File: src/sbb_pkg.sv
package sbb_pkg;

  // Configuration register indexes.
  localparam int CFG_ADDR_W = 1;
  localparam int CFG_DATA_W = 16;
  localparam logic [CFG_ADDR_W-1:0] REG_IMAGE_WIDTH  = 1'b0;
  localparam logic [CFG_ADDR_W-1:0] REG_IMAGE_HEIGHT = 1'b1;

  localparam int WIDTH_REG_W  = 11;
  localparam int HEIGHT_REG_W = 16;
  // Row counter runs up to height + 1 while the tail drains.
  localparam int ROW_W = HEIGHT_REG_W + 1;

  localparam int IMAGE_WIDTH_RESET  = 640;
  localparam int IMAGE_HEIGHT_RESET = 480;

  // Output buffer and the credits that guard it.
  localparam int OBUF_DEPTH = 8;
  localparam int OBUF_AW    = $clog2(OBUF_DEPTH);
  localparam int OBUF_CW    = $clog2(OBUF_DEPTH + 1);

  typedef enum logic [1:0] {
    DEN_16,
    DEN_12,
    DEN_9
  } den_t;

  // Per-item control that travels with a pixel down the window pipeline.
  typedef struct packed {
    logic vld;       // item writes the line buffer and shifts the window
    logic emit;      // item completes an output pixel
    logic top_en;    // upper row of this column lies inside the image
    logic bot_en;    // lower row of this column lies inside the image
    logic left_en;   // left column of the window lies inside the image
    logic right_en;  // right column of the window lies inside the image
    logic vedge;     // output pixel sits on the top or bottom row
    logic last;      // final output pixel of the frame
  } item_ctl_t;

endpackage

File: src/sbb_div.sv
module sbb_div import sbb_pkg::*; #(
  parameter int PIXEL_BITS = 16
) (
  input  logic                  clk,
  input  logic                  rst_n,
  input  logic                  sum_vld,
  input  logic [PIXEL_BITS+3:0] sum,
  input  den_t                  sum_den,
  input  logic                  sum_last,
  output logic                  res_vld,
  output logic [PIXEL_BITS-1:0] res_pix,
  output logic                  res_last
);

  localparam int QW = PIXEL_BITS + 4;
  localparam int PW = 2 * QW + 1;
  // Reciprocals exact for every dividend below 2**QW.
  localparam longint unsigned M3_L = ((64'd1 << (QW + 2)) + 64'd2) / 64'd3;
  localparam longint unsigned M9_L = ((64'd1 << (QW + 4)) + 64'd8) / 64'd9;
  localparam logic [QW:0] M3 = (QW + 1)'(M3_L);
  localparam logic [QW:0] M9 = (QW + 1)'(M9_L);

  logic [QW-1:0] x;
  logic [QW:0]   mult;
  logic [PW-1:0] prod_r, q;
  den_t          den_r;
  logic          vld_r, last_r;

  // Round to nearest, ties up: divide by 16 is a shift, by 12 is a shift and a divide by 3.
  always_comb begin
    case (sum_den)
      DEN_16: begin
        x    = (sum + QW'(8)) >> 4;
        mult = (QW + 1)'(1);
      end
      DEN_12: begin
        x    = (sum + QW'(6)) >> 2;
        mult = M3;
      end
      DEN_9: begin
        x    = sum + QW'(4);
        mult = M9;
      end
      default: begin
        x    = (sum + QW'(8)) >> 4;
        mult = (QW + 1)'(1);
      end
    endcase
  end

  always_ff @(posedge clk) begin
    if (!rst_n) begin
      vld_r <= 1'b0;
    end else begin
      vld_r <= sum_vld;
    end
  end

  always_ff @(posedge clk) begin
    prod_r <= PW'(x) * PW'(mult);
    den_r  <= sum_den;
    last_r <= sum_last;
  end

  always_comb begin
    case (den_r)
      DEN_16:  q = prod_r;
      DEN_12:  q = prod_r >> (QW + 2);
      DEN_9:   q = prod_r >> (QW + 4);
      default: q = prod_r;
    endcase
  end

  assign res_vld  = vld_r;
  assign res_pix  = q[PIXEL_BITS-1:0];
  assign res_last = last_r;

endmodule

File: config.mk
export PLATFORM = sky130hd
export DESIGN_NAME = sbb_div
export DESIGN_NICKNAME = d
export VERILOG_FILES = /design/src/sbb_pkg.sv /design/src/sbb_div.sv
export SDC_FILE = /design/constraint.sdc
export NUM_CORES = 1
export LEC_CHECK = 0
export BUFFER_PORTS_ARGS = -buffer_cell sky130_fd_sc_hd__buf_4
export CAP_MARGIN = 40
export CELL_PAD_IN_SITES_DETAIL_PLACEMENT = 1
export CELL_PAD_IN_SITES_GLOBAL_PLACEMENT = 1
export CORE_MARGIN = 10
export CORE_UTILIZATION = 46
export DETAILED_ROUTE_END_ITERATION = 12
export PLACE_DENSITY_LB_ADDON = 0.3
export SYNTH_ARGS = -nofsm -noshare
export SYNTH_HDL_FRONTEND = slang
export SYNTH_SLANG_ARGS = --single-unit
File: constraint.sdc
create_clock -name clk -period 8.5 [get_ports clk]
set_input_delay 0.85 -clock clk [delete_from_list [all_inputs] [get_ports clk]]
set_output_delay 0.85 -clock clk [all_outputs]
set_load 0.01 [all_outputs]
==> impl_metrics.json <==
{
  "core_um2": 25100,
  "dieHeight_um": 180,
  "synth.avg_cell_area_um2": 8.88,
  "hpwl_um": 30300,
  "clockBufferDepth": 2,
  "clockPowerShare_pct": 8.0,
  "port_buffers": 43,
  "overflow": 0,
  "cts_sinks": 38,
  "layout_commonest_cell": "inv_1",
  "maxCapViolCount": 0,
  "dpl-instance-area_um2": 12800,
  "clk_pin_slew_ps": 60,
  "cts_max_level": 2,
  "ys.flop_type": "dfxtp_1",
  "seq_area_frac_synth_pct": 6.49,
  "rsz0062_at_grt": "no",
  "vias_per_cell": 5.14,
  "grt_pass1_wl_um": 53300,
  "slew_violations": 0,
  "endpoint_kind": "register",
  "switching_power_mw": 1.52,
  "mostFrequentLayoutCells": "inv_1, fa_1, ha_1",
  "synth.distinct_cells": 62,
  "vias": 8912,
  "drive_above_1_share_pct": 10.8,
  "drt-total-wl_um": 33000,
  "postLayoutCoreUtil_pct": 52.1,
  "status": "completed",
  "postSynthCellCount": 1319,
  "power_switching_share_pct": 50.5,
  "synth_warnings": 0,
  "min_period_ps": 8180,
  "required_ps": 8630,
  "power.density_nw_per_um2": 231,
  "holdWs_ps": 669,
  "grt_use_total_pct": 20.2,
  "comb_power_share_pct": 82.0,
  "period_share_pct": 96.3,
  "setup_viol": 0,
  "layout.nets": 1824,
  "rows": 58,
  "drt.antenna.violating_nets": 0,
  "dr.pass1.iters": 5,
  "grt_max_degree": 33,
  "areaGrowthSynthToFinish_pct": 11.6,
  "syn_area_um2": 11700,
  "drt-initial-drc-count": 297,
  "synthArstFlopShare_pct": 0,
  "ir_worst_vdd_mv": 0.200,
  "hold_class": "in2reg",
  "crit_path_top_delay_cell": "fa_1",
  "slew_headroom_pct": 45.6,
  "fin_area_um2": 13100,
  "synth_edf_count": 0,
  "drc": 0,
  "antenna_found_initial": 1,
  "hold_buffers": 0,
  "worst_pin_slew_ps": 816,
  "ios": 44,
  "cp.arrival_ps": 8310,
  "fill_cells": 2992,
  "place_congestion": 0.919,
  "intPower_mw": 1.49,
  "path_class": "in2reg",
  "tritoncts": "done",
  "cp_common_cell": "inv_1",
  "dieArea_um2": 32200,
  "fp.dieW_um": 180,
  "finalHoldViolations": 0,
  "root_buffer": "clkbuf_16",
  "wl_per_cell_um": 19.0,
  "cp_slowest_stage_delay_ps": 620,
  "numCtsBuffers": 5,
  "fmax_mhz": 122,
  "startpoint_type": "input pin",
  "crit_path_max_fanout": 12,
  "start_util_pct": 46.7,
  "p_leak_nw": 7.24,
  "power.share.sequential_pct": 10.0,
  "grt_pass1_vias": 10029,
  "ys_ff_latch": 38
}
-- final timing paths --
check | start | end | slack [ps] | depth (start not counted)
worst max-delay path | sum_den[0] | prod_r[37]$_DFF_P_ | 320 | 32
worst min-delay path | sum_last | res_last$_DFF_P_ | 670 | 1
-- cells in the mapped netlist (6+ instances only) --
cell | number | area share [%]
inv_1 | 362 | 12
fa_1 | 202 | 35
ha_1 | 193 | 21
nand2_1 | 74 | 2.4
nor2_1 | 69 | 2.2
xnor2_1 | 48 | 3.6
o21ai_0 | 41 | 1.8
dfxtp_1 | 38 | 6.5
a21oi_1 | 32 | 1.4
xor2_1 | 30 | 2.2
a22oi_1 | 26 | 1.7
clkbuf_1 | 23 | 0.74
a21o_1 | 19 | 1.2
and2_1 | 15 | 0.80
nor3_1 | 15 | 0.64
nand3_1 | 14 | 0.60
and3_1 | 13 | 0.69
or2_2 | 10 | 0.53
nand2b_1 | 7 | 0.37
nand4_1 | 7 | 0.37
buf_2 | 6 | 0.26
-- sequential cells by signal (all words and copies together), names as in the netlist --
signal	count
res_vld	1
res_last	1
den_r	2
prod_r	34
-- metrics by stage --
stage               setup slack [ps]  power (mW)  setup TNS, ps  cells
global placement                51.8        2.63              0   1725
floorplan                        422        1.99              0   1321
detailed placement              -251        2.74           -721   1725
global route                    1.62        3.40              0   1734
finish                           316        3.02              0   1735
CTS                             8.00        3.03              0   1733
-- cell families (layout without fill, tap and decap cells) --
kind of cell    Yosys count  count (layout)  share of synthesized area [%]
compound gates          163             163                           9.20
xor+xnor                 79              79                           5.97
fa+ha+maj               395             395                           55.1
buf+inv                 398             481                           12.9
flops                    38              38                           6.49
mux                       2               2                          0.171
other cells               2               5                         0.0641
simple gates            242             242                           10.0
-- worst max-delay path: cells and delay by family --
family / cells / cell delay, ps
AND/OR/NAND/NOR: 6 / 1220
adder cells (fa/ha/maj): 9 / 3980
buffers and inverters: 12 / 1350
AO/OA/AOI/OAI: 5 / 890
-- what timing repair did --
item,4_1_cts,5_1_grt
setup buffers,0,1
pin swaps,0,5
resized for setup,1,18
setup endpoints to repair,1,14
-- layout make-up --
type,count,area [um^2],area share [%]
multi-input combinational,885,9500,72.7
inverter,364,1370,10.5
timing repair buffer,109,831,6.36
sequential,38,761,5.82
tap,330,413,3.16
clock buffer,5,125,0.957
clock inverter,3,68.8,0.526
antenna,1,2.50,0.0191
-- per-layer routing --
metal | track usage, % | up-vias | part of all wire, %
met1 | 25.7 | 4461 | 45
met2 | 35.7 | 159 | 50
li1 | - | 4253 | -
met5 | 0 | - | 0
met3 | 2.21 | 39 | 3.3
met4 | 5.06 | 0 | 2.1
-- power groups by stage --
stage	clock (mW)	combinational, mW	sequential (mW)
2_1_floorplan	0	1.70	0.288
3_3_place_gp	0	2.33	0.305
3_5_place_dp	0	2.44	0.304
4_1_cts	0.243	2.48	0.302
5_1_grt	0.251	2.84	0.309
6_report	0.241	2.48	0.301
No activity file was read; power rests on OpenSTA's default activity.
