`config.mk`:
```
export PLATFORM = sky130hd
export DESIGN_NAME = sbb_obuf_flat
export DESIGN_NICKNAME = d
export VERILOG_FILES = /design/src/sbb_pkg.sv /design/src/sbb_out_if.sv /design/src/sbb_obuf.sv /design/src/flat_wrapper.sv
export SDC_FILE = /design/constraint.sdc
export NUM_CORES = 1
export LEC_CHECK = 0
export ABC_CLOCK_PERIOD_IN_PS = 2620
export CORE_ASPECT_RATIO = 0.5
export CORE_MARGIN = 1.5
export CORE_UTILIZATION = 55
export CTS_CLUSTER_DIAMETER = 200
export CTS_CLUSTER_SIZE = 14
export DETAILED_ROUTE_END_ITERATION = 12
export DONT_BUFFER_PORTS = 1
export GPL_TIMING_DRIVEN = 1
export HOLD_SLACK_MARGIN = 0.02
export PLACE_DENSITY = 0.73
export SYNTH_ARGS = -nofsm -noshare
export SYNTH_HDL_FRONTEND = slang
export SYNTH_SLANG_ARGS = --single-unit
```
`constraint.sdc`:
```
create_clock -name clk -period 2.62 [get_ports clk]
set_clock_uncertainty 0.15 [all_clocks]
set_input_delay 0.786 -clock clk [delete_from_list [all_inputs] [get_ports clk]]
set_output_delay 0.786 -clock clk [all_outputs]
set_load 0.02 [all_outputs]
```
`src/sbb_pkg.sv`:
```
package sbb_pkg;

  // Configuration register indexes.
  localparam int CFG_ADDR_W = 1;
  localparam int CFG_DATA_W = 16;
  localparam logic [CFG_ADDR_W-1:0] REG_IMAGE_WIDTH  = 1'b0;
  localparam logic [CFG_ADDR_W-1:0] REG_IMAGE_HEIGHT = 1'b1;

  localparam int WIDTH_REG_W  = 11;
  localparam int HEIGHT_REG_W = 16;
  // Row counter runs up to height + 1 while the tail drains.
  localparam int ROW_W = HEIGHT_REG_W + 1;

  localparam int IMAGE_WIDTH_RESET  = 640;
  localparam int IMAGE_HEIGHT_RESET = 480;

  // Output buffer and the credits that guard it.
  localparam int OBUF_DEPTH = 8;
  localparam int OBUF_AW    = $clog2(OBUF_DEPTH);
  localparam int OBUF_CW    = $clog2(OBUF_DEPTH + 1);

  typedef enum logic [1:0] {
    DEN_16,
    DEN_12,
    DEN_9
  } den_t;

  // Per-item control that travels with a pixel down the window pipeline.
  typedef struct packed {
    logic vld;       // item writes the line buffer and shifts the window
    logic emit;      // item completes an output pixel
    logic top_en;    // upper row of this column lies inside the image
    logic bot_en;    // lower row of this column lies inside the image
    logic left_en;   // left column of the window lies inside the image
    logic right_en;  // right column of the window lies inside the image
    logic vedge;     // output pixel sits on the top or bottom row
    logic last;      // final output pixel of the frame
  } item_ctl_t;

endpackage

```
`src/sbb_out_if.sv`:
```
interface sbb_out_if #(
  parameter int PIXEL_BITS = 16
);
  logic                  valid;
  logic                  ready;
  logic [PIXEL_BITS-1:0] pixel_out;
  logic                  frame_last;

  modport source (output valid, output pixel_out, output frame_last, input ready);
  modport sink (input valid, input pixel_out, input frame_last, output ready);
endinterface

```
`src/sbb_obuf.sv`:
```
module sbb_obuf import sbb_pkg::*; #(
  parameter int PIXEL_BITS = 16
) (
  input  logic                  clk,
  input  logic                  rst_n,
  input  logic                  reserve,
  output logic                  has_room,
  input  logic                  push,
  input  logic [PIXEL_BITS-1:0] push_pix,
  input  logic                  push_last,
  sbb_out_if.source             out_stream
);

  logic [PIXEL_BITS-1:0] pix_q [OBUF_DEPTH];
  logic                  last_q [OBUF_DEPTH];
  logic [OBUF_AW-1:0]    wr_ptr_r, rd_ptr_r;
  logic [OBUF_CW-1:0]    fill_r, fill_nxt;
  logic [OBUF_CW-1:0]    credit_r, credit_nxt;
  logic                  pop;

  // A slot is claimed when an item that will produce a pixel is taken in,
  // and handed back when that pixel leaves, so the buffer never overflows.
  assign has_room = credit_r != OBUF_CW'(OBUF_DEPTH);
  assign pop      = out_stream.valid && out_stream.ready;

  assign out_stream.valid      = fill_r != '0;
  assign out_stream.pixel_out  = pix_q[rd_ptr_r];
  assign out_stream.frame_last = last_q[rd_ptr_r];

  always_comb begin
    credit_nxt = credit_r;
    if (reserve && !pop) begin
      credit_nxt = credit_r + OBUF_CW'(1);
    end else if (pop && !reserve) begin
      credit_nxt = credit_r - OBUF_CW'(1);
    end
    fill_nxt = fill_r;
    if (push && !pop) begin
      fill_nxt = fill_r + OBUF_CW'(1);
    end else if (pop && !push) begin
      fill_nxt = fill_r - OBUF_CW'(1);
    end
  end

  always_ff @(posedge clk) begin
    if (!rst_n) begin
      credit_r <= '0;
      fill_r   <= '0;
      wr_ptr_r <= '0;
      rd_ptr_r <= '0;
    end else begin
      credit_r <= credit_nxt;
      fill_r   <= fill_nxt;
      if (push) begin
        wr_ptr_r <= wr_ptr_r + OBUF_AW'(1);
      end
      if (pop) begin
        rd_ptr_r <= rd_ptr_r + OBUF_AW'(1);
      end
    end
  end

  always_ff @(posedge clk) begin
    if (push) begin
      pix_q[wr_ptr_r]  <= push_pix;
      last_q[wr_ptr_r] <= push_last;
    end
  end

endmodule

```
`src/flat_wrapper.sv`:
```
// flat-port wrapper written by rule: the top's interface ports become plain ports
module sbb_obuf_flat import sbb_pkg::*;
#(
  parameter int PIXEL_BITS = 16
)
  (clk, rst_n, reserve, has_room, push, push_pix, push_last, out_stream_valid, out_stream_pixel_out, out_stream_frame_last, out_stream_ready);
  sbb_out_if #(.PIXEL_BITS(PIXEL_BITS)) out_stream_i ();
  input  logic clk;
  input  logic rst_n;
  input  logic reserve;
  output logic has_room;
  input  logic push;
  input  logic [PIXEL_BITS-1:0] push_pix;
  input  logic push_last;
  output wire logic [$bits(out_stream_i.valid)-1:0] out_stream_valid;
  output wire logic [$bits(out_stream_i.pixel_out)-1:0] out_stream_pixel_out;
  output wire logic [$bits(out_stream_i.frame_last)-1:0] out_stream_frame_last;
  input wire logic [$bits(out_stream_i.ready)-1:0] out_stream_ready;
  assign out_stream_valid = out_stream_i.valid;
  assign out_stream_pixel_out = out_stream_i.pixel_out;
  assign out_stream_frame_last = out_stream_i.frame_last;
  assign out_stream_i.ready = out_stream_ready;
  sbb_obuf #(.PIXEL_BITS(PIXEL_BITS)) u_core (.clk(clk), .rst_n(rst_n), .reserve(reserve), .has_room(has_room), .push(push), .push_pix(push_pix), .push_last(push_last), .out_stream(out_stream_i));
endmodule
```
==> metrics.csv <==
metric,value,unit
max_stage_delay,0.51,ns
drc,0,
cts_buffers,17,
ys_ff_latch,153,
htreeDepth,4,
fin_crit,2.90,ns
hpwl,6040,um
power_density,1000,nW/um^2
grt_pass1_vias,3056,
p_int,5170,uW
arrival,1.96,ns
clock_path_buffers,2,
synth_top_family_by_area,multiplexers,
synth_area_leaders,"edfxtp_1 67%, mux4_1 10%, dfxtp_1 5.6%",
cp_cell_sequence,"buf_6, buf_12, buf_16, mux4_2, mux2_4",
grt_overflow,0,
grt_max_degree,35,
drive_gt1_frac,0.331,
fin_nets,354,
syn_avg_cell_area,20.8,um^2
portBuffers,0,
ys_dominant_reg_cell,edfxtp_1,
gp_congestion,0.693,
grtUsageTotal,0.220,
core-area,10500,um^2
clk_latency,0.42,ns
setup_slack,-0.276,ns
worstPathRequired,1.68,ns
status,"finished, violations left",
maxCapViolCount,0,
antenna_found_initial,0,
synth-compound-area-share,0.0103,
dieArea,11800,um^2
leakage,0.00234,uW
synthAdderAreaFrac,0.0230,
area_growth,16.5,%
start_util,0.582,
slowest_stage,mux4_2,
synth-xor-area-share,0.0101,
power.clock.fraction,0.327,
crit_path_end_kind,output pin,
io_pins,41,
grtUsageMet1,0.290,
combPwrFrac,0.267,
vias_per_cell,6.05,
die_w,152,um
violations,setup timing,
synth_cell_types,28,
slew_violations,0,
synth-seq-area-share,0.726,
synth_top_area_frac,0.670,
vias,2874,
syn_area,6090,um^2
synth_most_common_cell,edfxtp_1,
yosysWarningCount,0,
die_h,77.4,um
ir_worst_vdd,0.535,mV
p_sw_frac,0.276,
layout.cells.non_filler,475,
p_sw,1970,uW
yosys.area_share.simple,0.0363,
fin_setup_tns,-3.60,ns
drtIter0Drc,249,
hold_class,primary input to flop,
routedWlPerCell,24.7,um
rsz0062_at_grt,true,
drt_wl_total,11700,um
cp-start-kind,flop,
max_freq,345,MHz
syn_nets,325,
setup_violations,17,
grt_pass1_wl,18300,um
antennaDiodeCount,0,
synth_commonest_cells,"136 x edfxtp_1, 24 x mux4_1, 17 x dfxtp_1, 17 x mux2_2, 10 x mux4_2",
cp_max_fo,5,
grt_use_met3,0.0849,
num_rows,26,
grt.busiest_layer,met2,
cts_root_buf,clkbuf_16,
worstMarginPinSlew,0.416,ns
dp_cells,435,
clkTransAtPathRegs,0.06,ns
clkSinkCount,153,
synth_top_cell_by_area,edfxtp_1,
cts_tree,yes,
pwr-share-seq,0.406,
synth-edff-count,136,
synth_cells,293,
hold_buffers,0,
critical_path_class,flop to output pin,
ant_nets,0,
period_share,1.11,
finalHoldViolations,0,
first_pass_iters,4,
met2_usage,0.335,
async_flop_share,0,
synthMuxAreaShare,0.180,
slew_headroom,0.723,
==> per-layer routing <==
layer / wire length (um) / vias to the layer above
met4: 125 / 0
met2: 5660 / 113
met5: 0 / -
li1: - / 1252
met3: 893 / 16
met1: 5070 / 1493
==> through the flow <==
stage	hold slack [ns]	setup slack [ns]	util	power, uW	instance area, um^2
floorplan	0.291	0.166	-	4120	6100
global placement	0.300	0.178	0.606	4320	6350
detailed placement	0.335	0.0333	0.606	4400	6350
CTS	0.288	-0.270	0.679	7160	7110
global route	0.283	-0.325	0.678	7430	7100
finish	0.303	-0.276	0.678	7130	7100
==> cells in the final DEF, fill, tap and decap left out, types with 3 or more instances in the layout <==
| master | synthesis | routed |
|---|---|---|
| mux2_4 | 0 | 17 |
| mux4_2 | 10 | 29 |
| clkinv_4 | 0 | 4 |
| nand2_1 | 9 | 8 |
| edfxtp_1 | 136 | 136 |
| mux2i_1 | 5 | 5 |
| dfxtp_1 | 17 | 16 |
| nor2_1 | 8 | 8 |
| nor2b_1 | 3 | 3 |
| and2_1 | 8 | 8 |
| inv_6 | 0 | 3 |
| mux4_1 | 24 | 5 |
| buf_4 | 0 | 14 |
| xnor2_1 | 7 | 7 |
| clkinvlp_4 | 0 | 5 |
| clkbuf_16 | 0 | 17 |
| buf_16 | 0 | 3 |
| ha_1 | 8 | 6 |
| nand2b_1 | 6 | 6 |
| buf_12 | 0 | 5 |
| nand3_1 | 4 | 4 |
==> kinds of logic (layout without fill, tap and decap cells) <==
logic type	after synthesis	after routing
AOI/OAI and AO/OA	10	10
and+or+nand+nor	42	42
adders and majority gates	10	10
DFF	153	153
muxes	56	56
buffers and inverters	15	57
xor gates and xnor gates	7	7
==> critical path: cells and delay by family (launching register included) <==
kind	cells	cell delay (ns)
mux	2	0.84
flops	1	0.35
buf+inv	3	0.36
==> worst paths after layout <==
kind                                         from                         endpoint  slack [ns]  cells past startpoint
hold reg to reg   u_core.credit_r[3]$_SDFFE_PN0P_  u_core.credit_r[3]$_SDFFE_PN0P_        0.34                      2
setup reg to reg    u_core.fill_r[0]$_SDFFE_PN0P_  u_core.credit_r[3]$_SDFFE_PN0P_        0.17                      9
hold / removal                        push_pix[5]     u_core.pix_q[4][5]$_DFFE_PP_        0.30                      0
setup / recovery                             flop          out_stream_pixel_out[7]       -0.28                      5
==> power groups by stage <==
stage                     clock (uW)  sequential [uW]  combinational [uW]
after global placement             0             2920                1410
after CTS                       2370             2880                1910
after detailed placement           0             2930                1470
after floorplan                    0             2900                1220
final                           2330             2900                1910
after global routing            2470             2910                2050
==> repair_timing <==
action                     CTS  global route
setup buffers                5             1
hold endpoints to repair     0             0
gates cloned                 4             0
setup endpoints to repair   17            19
gates resized for setup     38            12
==> cell type report <==
| class | count | area, um^2 |
|---|---|---|
| Timing Repair Buffer | 23 | 299 |
| Fill cell | 651 | 3370 |
| Tap cell | 140 | 175 |
| Multi-Input combinational cell | 125 | 1620 |
| Clock inverter | 15 | 145 |
| Sequential cell | 153 | 4430 |
| Clock buffer | 17 | 425 |
| Inverter | 2 | 7.51 |
==> registers in the layout, indices dropped and copies added (netlist names), named ones only <==
| signal | cells |
|---|---|
| u_core.rd_ptr_r | 3 |
| u_core.pix_q | 128 |
| u_core.last_q | 8 |
| u_core.credit_r | 4 |
| u_core.fill_r | 4 |
| u_core.wr_ptr_r | 3 |
(Power assumes the default switching activity.)
