[config.mk]
export PLATFORM = sky130hd
export DESIGN_NAME = sbb_ctrl_flat
export DESIGN_NICKNAME = d
export VERILOG_FILES = /design/src/sbb_pkg.sv /design/src/sbb_in_if.sv /design/src/sbb_ctrl.sv /design/src/flat_wrapper.sv
export SDC_FILE = /design/constraint.sdc
export NUM_CORES = 1
export LEC_CHECK = 0
export ABC_AREA = 1
export BUFFER_PORTS_ARGS = -buffer_cell sky130_fd_sc_hd__clkbuf_2
export CELL_PAD_IN_SITES_DETAIL_PLACEMENT = 1
export CELL_PAD_IN_SITES_GLOBAL_PLACEMENT = 1
export CORE_ASPECT_RATIO = 2
export CORE_MARGIN = 2
export CORE_UTILIZATION = 43
export CTS_CLUSTER_DIAMETER = 200
export CTS_CLUSTER_SIZE = 20
export DETAILED_ROUTE_END_ITERATION = 7
export HOLD_SLACK_MARGIN = 0.06
export PLACE_DENSITY_LB_ADDON = 0.1
export SETUP_SLACK_MARGIN = 0.5
export SYNTH_ARGS = -nofsm -noshare
export SYNTH_HDL_FRONTEND = slang
export SYNTH_SLANG_ARGS = --single-unit
[constraint.sdc]
create_clock -name clk -period 5.78 [get_ports clk]
set_input_delay 0.289 -clock clk [delete_from_list [all_inputs] [get_ports clk]]
set_output_delay 0.289 -clock clk [all_outputs]
set_load 0.01 [all_outputs]
[src/sbb_pkg.sv]
package sbb_pkg;

  // Configuration register indexes.
  localparam int CFG_ADDR_W = 1;
  localparam int CFG_DATA_W = 16;
  localparam logic [CFG_ADDR_W-1:0] REG_IMAGE_WIDTH  = 1'b0;
  localparam logic [CFG_ADDR_W-1:0] REG_IMAGE_HEIGHT = 1'b1;

  localparam int WIDTH_REG_W  = 11;
  localparam int HEIGHT_REG_W = 16;
  // Row counter runs up to height + 1 while the tail drains.
  localparam int ROW_W = HEIGHT_REG_W + 1;

  localparam int IMAGE_WIDTH_RESET  = 640;
  localparam int IMAGE_HEIGHT_RESET = 480;

  // Output buffer and the credits that guard it.
  localparam int OBUF_DEPTH = 8;
  localparam int OBUF_AW    = $clog2(OBUF_DEPTH);
  localparam int OBUF_CW    = $clog2(OBUF_DEPTH + 1);

  typedef enum logic [1:0] {
    DEN_16,
    DEN_12,
    DEN_9
  } den_t;

  // Per-item control that travels with a pixel down the window pipeline.
  typedef struct packed {
    logic vld;       // item writes the line buffer and shifts the window
    logic emit;      // item completes an output pixel
    logic top_en;    // upper row of this column lies inside the image
    logic bot_en;    // lower row of this column lies inside the image
    logic left_en;   // left column of the window lies inside the image
    logic right_en;  // right column of the window lies inside the image
    logic vedge;     // output pixel sits on the top or bottom row
    logic last;      // final output pixel of the frame
  } item_ctl_t;

endpackage

[src/sbb_in_if.sv]
interface sbb_in_if #(
  parameter int PIXEL_BITS = 16
);
  logic                  valid;
  logic                  ready;
  logic                  opcode;
  logic [PIXEL_BITS-1:0] pixel_in;

  modport source (output valid, output opcode, output pixel_in, input ready);
  modport sink (input valid, input opcode, input pixel_in, output ready);
endinterface

[src/sbb_ctrl.sv]
module sbb_ctrl import sbb_pkg::*; #(
  parameter int MAX_WIDTH  = 1024,
  parameter int PIXEL_BITS = 16
) (
  input  logic                         clk,
  input  logic                         rst_n,
  input  logic                         cfg_we,
  input  logic [CFG_ADDR_W-1:0]        cfg_addr,
  input  logic [CFG_DATA_W-1:0]        cfg_data,
  sbb_in_if.sink                       in_stream,
  input  logic                         has_room,
  output item_ctl_t                    s0_ctl,
  output logic [$clog2(MAX_WIDTH)-1:0] s0_col,
  output logic [PIXEL_BITS-1:0]        s0_pix
);

  localparam int CW    = $clog2(MAX_WIDTH);
  localparam int WW    = $clog2(MAX_WIDTH + 1);
  localparam int CMPW  = (WW > WIDTH_REG_W) ? WW : WIDTH_REG_W;
  localparam int RST_W = (MAX_WIDTH < IMAGE_WIDTH_RESET) ? MAX_WIDTH : IMAGE_WIDTH_RESET;

  logic [CW-1:0]           w_m1_r, w_m1_nxt;
  logic [HEIGHT_REG_W-1:0] h_r, h_nxt;
  logic [CW-1:0]           col_r, col_nxt;
  logic [ROW_W-1:0]        row_r, row_nxt;

  logic [CMPW-1:0]         wreq, wclamp;
  logic [HEIGHT_REG_W-1:0] hreq;
  logic [ROW_W-1:0]        h_ext, hp1;
  logic                    accept, in_frame, ignore;
  logic                    col0, col1, row_is1, row_is2, row_is_h, row_is_hp1;

  assign in_stream.ready = has_room;
  assign accept          = in_stream.valid && has_room;

  assign h_ext      = {1'b0, h_r};
  assign hp1        = h_ext + ROW_W'(1);
  assign in_frame   = row_r < h_ext;
  assign col0       = col_r == '0;
  assign col1       = col_r == CW'(1);
  assign row_is1    = row_r == ROW_W'(1);
  assign row_is2    = row_r == ROW_W'(2);
  assign row_is_h   = row_r == h_ext;
  assign row_is_hp1 = row_r == hp1;

  // A flush before the frame is complete is dropped; a pixel after it acts as a flush.
  assign ignore = in_stream.opcode && in_frame;

  always_comb begin
    s0_ctl          = '0;
    s0_ctl.vld      = accept && !ignore;
    s0_ctl.emit     = s0_ctl.vld && ((row_r >= ROW_W'(2)) || (row_is1 && !col0));
    s0_ctl.last     = s0_ctl.emit && col0 && row_is_hp1;
    s0_ctl.top_en   = !row_is1;
    s0_ctl.bot_en   = !row_is_h;
    s0_ctl.left_en  = !col1;
    s0_ctl.right_en = !col0;
    // At column zero the finished pixel belongs to the row before the previous one.
    s0_ctl.vedge    = col0 ? (row_is2 || row_is_hp1) : (row_is1 || row_is_h);
  end

  assign s0_col = col_r;
  assign s0_pix = in_frame ? in_stream.pixel_in : '0;

  always_comb begin
    wreq = CMPW'(cfg_data[WIDTH_REG_W-1:0]);
    if (wreq < CMPW'(2)) begin
      wclamp = CMPW'(2);
    end else if (wreq > CMPW'(MAX_WIDTH)) begin
      wclamp = CMPW'(MAX_WIDTH);
    end else begin
      wclamp = wreq;
    end
    hreq = cfg_data[HEIGHT_REG_W-1:0];

    w_m1_nxt = w_m1_r;
    h_nxt    = h_r;
    col_nxt  = col_r;
    row_nxt  = row_r;

    if (cfg_we) begin
      case (cfg_addr)
        REG_IMAGE_WIDTH: begin
          w_m1_nxt = CW'(wclamp - CMPW'(1));
        end
        REG_IMAGE_HEIGHT: begin
          h_nxt = (hreq < HEIGHT_REG_W'(2)) ? HEIGHT_REG_W'(2) : hreq;
        end
        default: begin
          w_m1_nxt = w_m1_r;
        end
      endcase
      // Any register write restarts the frame.
      col_nxt = '0;
      row_nxt = '0;
    end else if (s0_ctl.vld) begin
      if (s0_ctl.last) begin
        col_nxt = '0;
        row_nxt = '0;
      end else if (col_r == w_m1_r) begin
        col_nxt = '0;
        row_nxt = row_r + ROW_W'(1);
      end else begin
        col_nxt = col_r + CW'(1);
      end
    end
  end

  always_ff @(posedge clk) begin
    if (!rst_n) begin
      w_m1_r <= CW'(RST_W - 1);
      h_r    <= HEIGHT_REG_W'(IMAGE_HEIGHT_RESET);
      col_r  <= '0;
      row_r  <= '0;
    end else begin
      w_m1_r <= w_m1_nxt;
      h_r    <= h_nxt;
      col_r  <= col_nxt;
      row_r  <= row_nxt;
    end
  end

endmodule

[src/flat_wrapper.sv]
// flat-port wrapper written by rule: the top's interface ports become plain ports
module sbb_ctrl_flat import sbb_pkg::*;
#(
  parameter int MAX_WIDTH  = 1024,
  parameter int PIXEL_BITS = 16
)
  (clk, rst_n, cfg_we, cfg_addr, cfg_data, has_room, s0_ctl, s0_col, s0_pix, in_stream_valid, in_stream_opcode, in_stream_pixel_in, in_stream_ready);
  sbb_in_if #(.PIXEL_BITS(PIXEL_BITS)) in_stream_i ();
  input  logic clk;
  input  logic rst_n;
  input  logic cfg_we;
  input  logic [CFG_ADDR_W-1:0] cfg_addr;
  input  logic [CFG_DATA_W-1:0] cfg_data;
  input  logic has_room;
  output item_ctl_t s0_ctl;
  output logic [$clog2(MAX_WIDTH)-1:0] s0_col;
  output logic [PIXEL_BITS-1:0] s0_pix;
  input wire logic [$bits(in_stream_i.valid)-1:0] in_stream_valid;
  input wire logic [$bits(in_stream_i.opcode)-1:0] in_stream_opcode;
  input wire logic [$bits(in_stream_i.pixel_in)-1:0] in_stream_pixel_in;
  output wire logic [$bits(in_stream_i.ready)-1:0] in_stream_ready;
  assign in_stream_i.valid = in_stream_valid;
  assign in_stream_i.opcode = in_stream_opcode;
  assign in_stream_i.pixel_in = in_stream_pixel_in;
  assign in_stream_ready = in_stream_i.ready;
  sbb_ctrl #(.MAX_WIDTH(MAX_WIDTH), .PIXEL_BITS(PIXEL_BITS)) u_core (.clk(clk), .rst_n(rst_n), .cfg_we(cfg_we), .cfg_addr(cfg_addr), .cfg_data(cfg_data), .in_stream(in_stream_i), .has_room(has_room), .s0_ctl(s0_ctl), .s0_col(s0_col), .s0_pix(s0_pix));
endmodule
==> results.json, run 1 <==
{
  "period_share": 0.5309,
  "grt_overflow_total": 0,
  "synth_fp_nets": 761,
  "grt_first_pass_wirelength_mm": 24.63,
  "cts_setup_buffers": 0,
  "die_x_um": 75.54,
  "synthArstFlopShare": 0,
  "num_io_pins": 74,
  "crit_path_frequent_cell": "nor2_1",
  "synth-edff-count": 0,
  "worstPathBufferInverterCount": 3,
  "clock-root-buffer": "clkbuf_16",
  "cp_top_family": "simple AND/OR/NAND/NOR gates",
  "antenna_cells": 0,
  "grt_usage": 0.2882,
  "crit_slowest_cell": "inv_2",
  "clockBufferDepth": 2,
  "tightest_slew_ns": 0.6479,
  "vias": 4850,
  "numCtsBuffers": 5,
  "cts_hold_buf": 0,
  "finClkSkew_ns": 0.008337,
  "holdWs_ns": 0.2700,
  "cts.sinks": 53,
  "rows": 52,
  "max_clock_freq_mhz": 325.9,
  "ys_ff_latch": 53,
  "arrival_ns": 2.78,
  "power-per-cell-area_mw_per_mm2": 178.6,
  "cpPeakStageDelay_ns": 0.46,
  "crit_fanout": 27,
  "crit_required_ns": 5.49,
  "avgSynthCellArea_um2": 6.306,
  "setup_ws_ns": 2.711,
  "post_cts_resized": 0,
  "drive_gt1_frac": 0.1537,
  "areaGrowthSynthToFinish_pct": 14.04,
  "place_area_mm2": 0.004843,
  "final_hold_viol_count": 0,
  "io_buffer_count": 73,
  "m1WireLength_mm": 5.029,
  "start_kind": "register",
  "drv_cap": 0,
  "dieArea_mm2": 0.01111,
  "ys.flop_type": "dfxtp_1",
  "fillers": 1456,
  "cts_max_level": 2,
  "start_util": 0.4393,
  "drtAntennaViolNets": 0,
  "routed.top_layer": "met4",
  "routed_wl_mm": 15.12,
  "p_leak_nw": 2.623,
  "clk_latency_ns": 0.30,
  "grt_max_degree": 35,
  "wl_met3_um": 300,
  "syn_inst": 698,
  "netlist_area_mm2": 0.004402,
  "drc": 0,
  "criticalPathCategory": "register to primary output",
  "path_clk_slew_ns": 0.07,
  "power.total_uw": 896.3,
  "vdd_drop_max_mv": 0.2025,
  "fin_nets": 823,
  "setup_violations": 0,
  "die_y_um": 147.1,
  "rsz0062_at_grt": "no",
  "hp-class": "input pin to register",
  "path_cells": "inv_1 > ha_1 > nand2_1 > nor2_1 > nand3b_1 > nor2_1 > nor2_1 > nand3_1 > nand2_1 > inv_2 > clkbuf_2",
  "finalSetupTns_ns": 0,
  "antenna_found_initial": 0,
  "status": "finished, final reports clean",
  "firstDrtPassIters": 5,
  "worst_setup_path_end_kind": "primary output",
  "viasPerCell": 5.413,
  "synth_cell_types": 37,
  "relSlewSlack": 0.5670,
  "finalMaxSlewViolations": 0,
  "min_period_ns": 3.069,
  "avgRoutedWirePerCell_um": 16.87,
  "core_mm2": 0.01002,
  "grt_pass1_vias": 5233,
  "cts_tree": "built",
  "final_area_mm2": 0.005020,
  "pre_cts_ws_ns": 2.800,
  "wl_met2_mm": 8.816,
  "yosys_warnings": 0,
  "gp_congestion": 0.8934,
  "seq_area_frac_synth": 0.2410,
  "hpwl_mm": 12.57,
  "first_iter_violations": 146
}
## placed cells by master (no fill, tap or decap), types with 5 or more instances in the layout
master       n
nand2_1    159
inv_1      111
nor2_1      82
clkbuf_2    73
dfxtp_1     53
nand3_1     49
nand4_1     31
a21oi_1     31
o21ai_0     29
xor2_1      28
ha_1        24
nor3_1      13
nand3_2     11
or2_2        7
xnor2_1      7
a211oi_1     6
nor2_4       5
nor4_1       5
clkbuf_16    5
## stage by stage
step / cells / util
2_1_floorplan: 698 / -
3_3_place_gp: 888 / 0.4834
4_1_cts: 896 / 0.5010
3_5_place_dp: 888 / 0.4834
6_report: 896 / 0.5010
5_1_grt: 896 / 0.5010
## area by class of cell
cell class                      instances  area, µm²  area share
Timing Repair Buffer                   74      372.9     0.07428
Clock inverter                          2      37.54    0.007478
Sequential cell                        53       1061      0.2114
Multi-Input combinational cell        513       2816      0.5611
Tap cell                              135      168.9     0.03365
Clock buffer                            6      138.9     0.02767
Inverter                              113      424.2     0.08450
## cells in the mapped netlist (all sizes together) (7+ instances only)
master	number	share of area
a21oi	31	0.035
buf	11	0.016
clkbuf	8	0.0068
dfxtp	53	0.24
ha	24	0.068
inv	112	0.096
nand2	165	0.15
nand3	61	0.085
nand4	31	0.044
nor2	90	0.086
nor3	14	0.017
o21ai	30	0.034
or2	8	0.011
xnor2	7	0.014
xor2	28	0.056
## report_power, final
part / switching [mW] / total [mW] / internal, mW
combinational: 0.0923 / 0.143 / 0.0506
sequential: 0.0157 / 0.393 / 0.378
clock: 0.143 / 0.360 / 0.217
total: 0.251 / 0.896 / 0.645
## path summary, 6_finish.rpt
path,to,slack [ns],cells after the start,start
worst max-delay path,s0_ctl[7],2.71,11,u_core.h_r[8]$_SDFFE_PN1P_
worst min-delay path,u_core.h_r[15]$_SDFFE_PN0P_,0.27,3,cfg_data[15]
worst max register to register,u_core.s0_col[1]$_SDFFE_PP0P_,2.79,15,u_core.h_r[8]$_SDFFE_PN1P_
worst min register to register,u_core.w_m1_r[6]$_SDFFE_PN1P_,0.51,2,u_core.w_m1_r[6]$_SDFFE_PN1P_
## worst reg2reg max path: stages (launching register included)
cell	delay, ns
dfxtp_1	0.43
inv_1	0.11
ha_1	0.30
nand2_1	0.08
nor2_1	0.25
nand3b_1	0.12
nor2_1	0.10
nor2_1	0.07
nand3_1	0.11
nand3_1	0.13
nor2_1	0.21
nand3_4	0.21
nand2_4	0.28
nand2_4	0.22
nand2_2	0.21
nor2_1	0.07
## sequential cells by signal, indices dropped and copies added (netlist names)
register and flops:
u_core.h_r 16, u_core.w_m1_r 10, u_core.row_r 17, u_core.s0_col 10
## per-layer routing
layer	up-vias	global-route usage
li1	2365	-
met1	2328	0.2687
met2	96	0.5552
met3	61	0.03018
met4	0	0.1693
met5	-	0
## logic make-up after synthesis
kind of cell               synth area share
xor gates and xnor gates            0.07476
adders and majority gates           0.06822
and+or+nand+nor                      0.4039
DFF                                  0.2410
AOI/OAI and AO/OA                   0.09238
buffers and inverters                0.1197
No activity file was read; power rests on OpenSTA's default activity.
==> run 2, diff against run 1 <==
--- a/config.mk
+++ b/config.mk
@@ -11,7 +11,7 @@
 export CELL_PAD_IN_SITES_GLOBAL_PLACEMENT = 1
 export CORE_ASPECT_RATIO = 2
 export CORE_MARGIN = 2
-export CORE_UTILIZATION = 43
+export CORE_UTILIZATION = 40
 export CTS_CLUSTER_DIAMETER = 200
 export CTS_CLUSTER_SIZE = 20
 export DETAILED_ROUTE_END_ITERATION = 7
==> constraint.sdc (replaced) <==
create_clock -name clk -period 3.19 [get_ports clk]
set_input_delay 0.1595 -clock clk [delete_from_list [all_inputs] [get_ports clk]]
set_output_delay 0.1595 -clock clk [all_outputs]
set_load 0.01 [all_outputs]
==> results.json, run 2 (synthesis gave the netlist of run 1 again) <==
{
  "fillers": 1539,
  "first_iter_violations": 153,
  "grt_max_degree": 35,
  "crit_fanout": 6,
  "die_y_um": 152.4,
  "power-per-cell-area_mw_per_mm2": 297.7,
  "clockBufferDepth": 2,
  "cts_max_level": 2,
  "cpPeakStageDelay_ns": 0.45,
  "core_mm2": 0.01081,
  "p_leak_nw": 2.702,
  "areaGrowthSynthToFinish_pct": 18.05,
  "holdWs_ns": 0.1088,
  "relSlewSlack": 0.5427,
  "setup_violations": 0,
  "vias": 4902,
  "hp-class": "input pin to register",
  "die_x_um": 78.18,
  "clk_latency_ns": 0.31,
  "mostFrequentLayoutCells": "158 x nand2_1, 110 x inv_1, 79 x nor2_1, 73 x clkbuf_2, 48 x nand3_1",
  "pre_cts_ws_ns": 0.3583,
  "cts_hold_buf": 0,
  "cp_top_family": "simple AND/OR/NAND/NOR gates",
  "worstPathBufferInverterCount": 3,
  "vdd_drop_max_mv": 0.3092,
  "min_period_ns": 2.607,
  "top_register": "u_core.row_r",
  "path_clk_slew_ns": 0.08,
  "cts_tree": "built",
  "drtAntennaViolNets": 0,
  "grt_overflow_total": 0,
  "rows": 54,
  "drc": 0,
  "status": "finished, final reports clean",
  "grt_pass1_vias": 5320,
  "setup_ws_ns": 0.5827,
  "grt_first_pass_wirelength_mm": 26.45,
  "max_clock_freq_mhz": 383.5,
  "drv_cap": 0,
  "arrival_ns": 2.45,
  "reg_top3": "u_core.row_r x17, u_core.h_r x16",
  "path_cells": "inv_1 > ha_1 > nand2_1 > nor3_2 > nand2_1 > nor2_1 > nor2_1 > nand3_1 > nand3_2 > nor2_2 > nand3_4 > inv_1 > clkbuf_2",
  "period_share": 0.8173,
  "routed_wl_mm": 16.87,
  "start_util": 0.4072,
  "gp_congestion": 0.9491,
  "criticalPathCategory": "register to primary output",
  "finalSetupTns_ns": 0,
  "fin_nets": 841,
  "worst_setup_path_end_kind": "primary output",
  "num_io_pins": 74,
  "avgRoutedWirePerCell_um": 18.36,
  "grt_usage": 0.2892,
  "finalMaxSlewViolations": 0,
  "viasPerCell": 5.334,
  "tightest_slew_ns": 0.6843,
  "clock-root-buffer": "clkbuf_16",
  "antenna_cells": 0,
  "crit_required_ns": 3.03,
  "final_hold_viol_count": 0,
  "rsz0062_at_grt": "yes",
  "start_kind": "register",
  "cts.sinks": 53,
  "finClkSkew_ns": 0.01338,
  "largest_reg_flops": 17,
  "drive_gt1_frac": 0.1964,
  "antenna_found_initial": 0,
  "layout_commonest_cell": "nand2_1",
  "firstDrtPassIters": 4,
  "dieArea_mm2": 0.01191,
  "crit_slowest_cell": "dfxtp_1",
  "numCtsBuffers": 5,
  "io_buffer_count": 73,
  "hpwl_mm": 13.94
}
run 2: path summary, 6_finish.rpt:
check | start | to | slack (ns) | depth (start not counted)
min reg2reg | u_core.w_m1_r[0]$_SDFFE_PN1P_ | u_core.w_m1_r[0]$_SDFFE_PN1P_ | 0.52 | 2
max reg2reg | u_core.h_r[13]$_SDFFE_PN0P_ | u_core.row_r[0]$_SDFFE_PP0P_ | 0.64 | 16
min | cfg_data[2] | u_core.h_r[2]$_SDFFE_PN0P_ | 0.11 | 3
max | u_core.h_r[13]$_SDFFE_PN0P_ | s0_ctl[0] | 0.58 | 13
run 2: layout make-up:
type | instances | area, µm² | share of cell area
Tap cell | 140 | 175.2 | 0.03371
Clock inverter | 3 | 17.52 | 0.003371
Sequential cell | 53 | 1072 | 0.2064
Timing Repair Buffer | 92 | 508.0 | 0.09776
Inverter | 113 | 426.7 | 0.08211
Multi-Input combinational cell | 513 | 2872 | 0.5526
Clock buffer | 5 | 125.1 | 0.02408
run 2: power by group:
group	internal (mW)	switching (mW)
Sequential	0.686	0.0269
Combinational	0.0969	0.176
Clock	0.289	0.272
run 2: worst register-to-register path, stage by stage (launching register included):
cell	delay [ns]
dfxtp_1	0.45
inv_1	0.10
ha_1	0.28
nand2_1	0.05
nor3_2	0.16
nand2_1	0.10
nor2_1	0.11
nor2_1	0.07
nand3_1	0.16
nand3_2	0.12
nor2_2	0.15
nand3_4	0.15
nand2_8	0.15
buf_4	0.20
nand3_1	0.09
nand2_1	0.07
nor2_1	0.04
run 2: metal layers:
metal | vias up | track usage | part of all wire
met1 | 2292 | 0.2436 | 0.32
met3 | 71 | 0.02192 | 0.024
met2 | 145 | 0.5948 | 0.58
met4 | 0 | 0.2030 | 0.084
met5 | - | 0 | 0
li1 | 2394 | - | -
run 2: metrics by stage:
| stage | util | area, µm² | instances | total power [mW] |
|---|---|---|---|---|
| floorplan | - | 4402 | 698 | 0.8866 |
| global placement | 0.4597 | 4970 | 909 | 0.9832 |
| detailed placement | 0.4597 | 4970 | 909 | 0.9930 |
| CTS | 0.4759 | 5145 | 919 | 1.550 |
| global route | 0.4807 | 5196 | 919 | 1.609 |
| finish | 0.4807 | 5196 | 919 | 1.547 |
run 2: timing repair:
action | CTS | global route
pin swaps | 1 | 1
gates resized for setup | 6 | 17
setup endpoints to repair | 28 | 43
setup buffers | 2 | 0
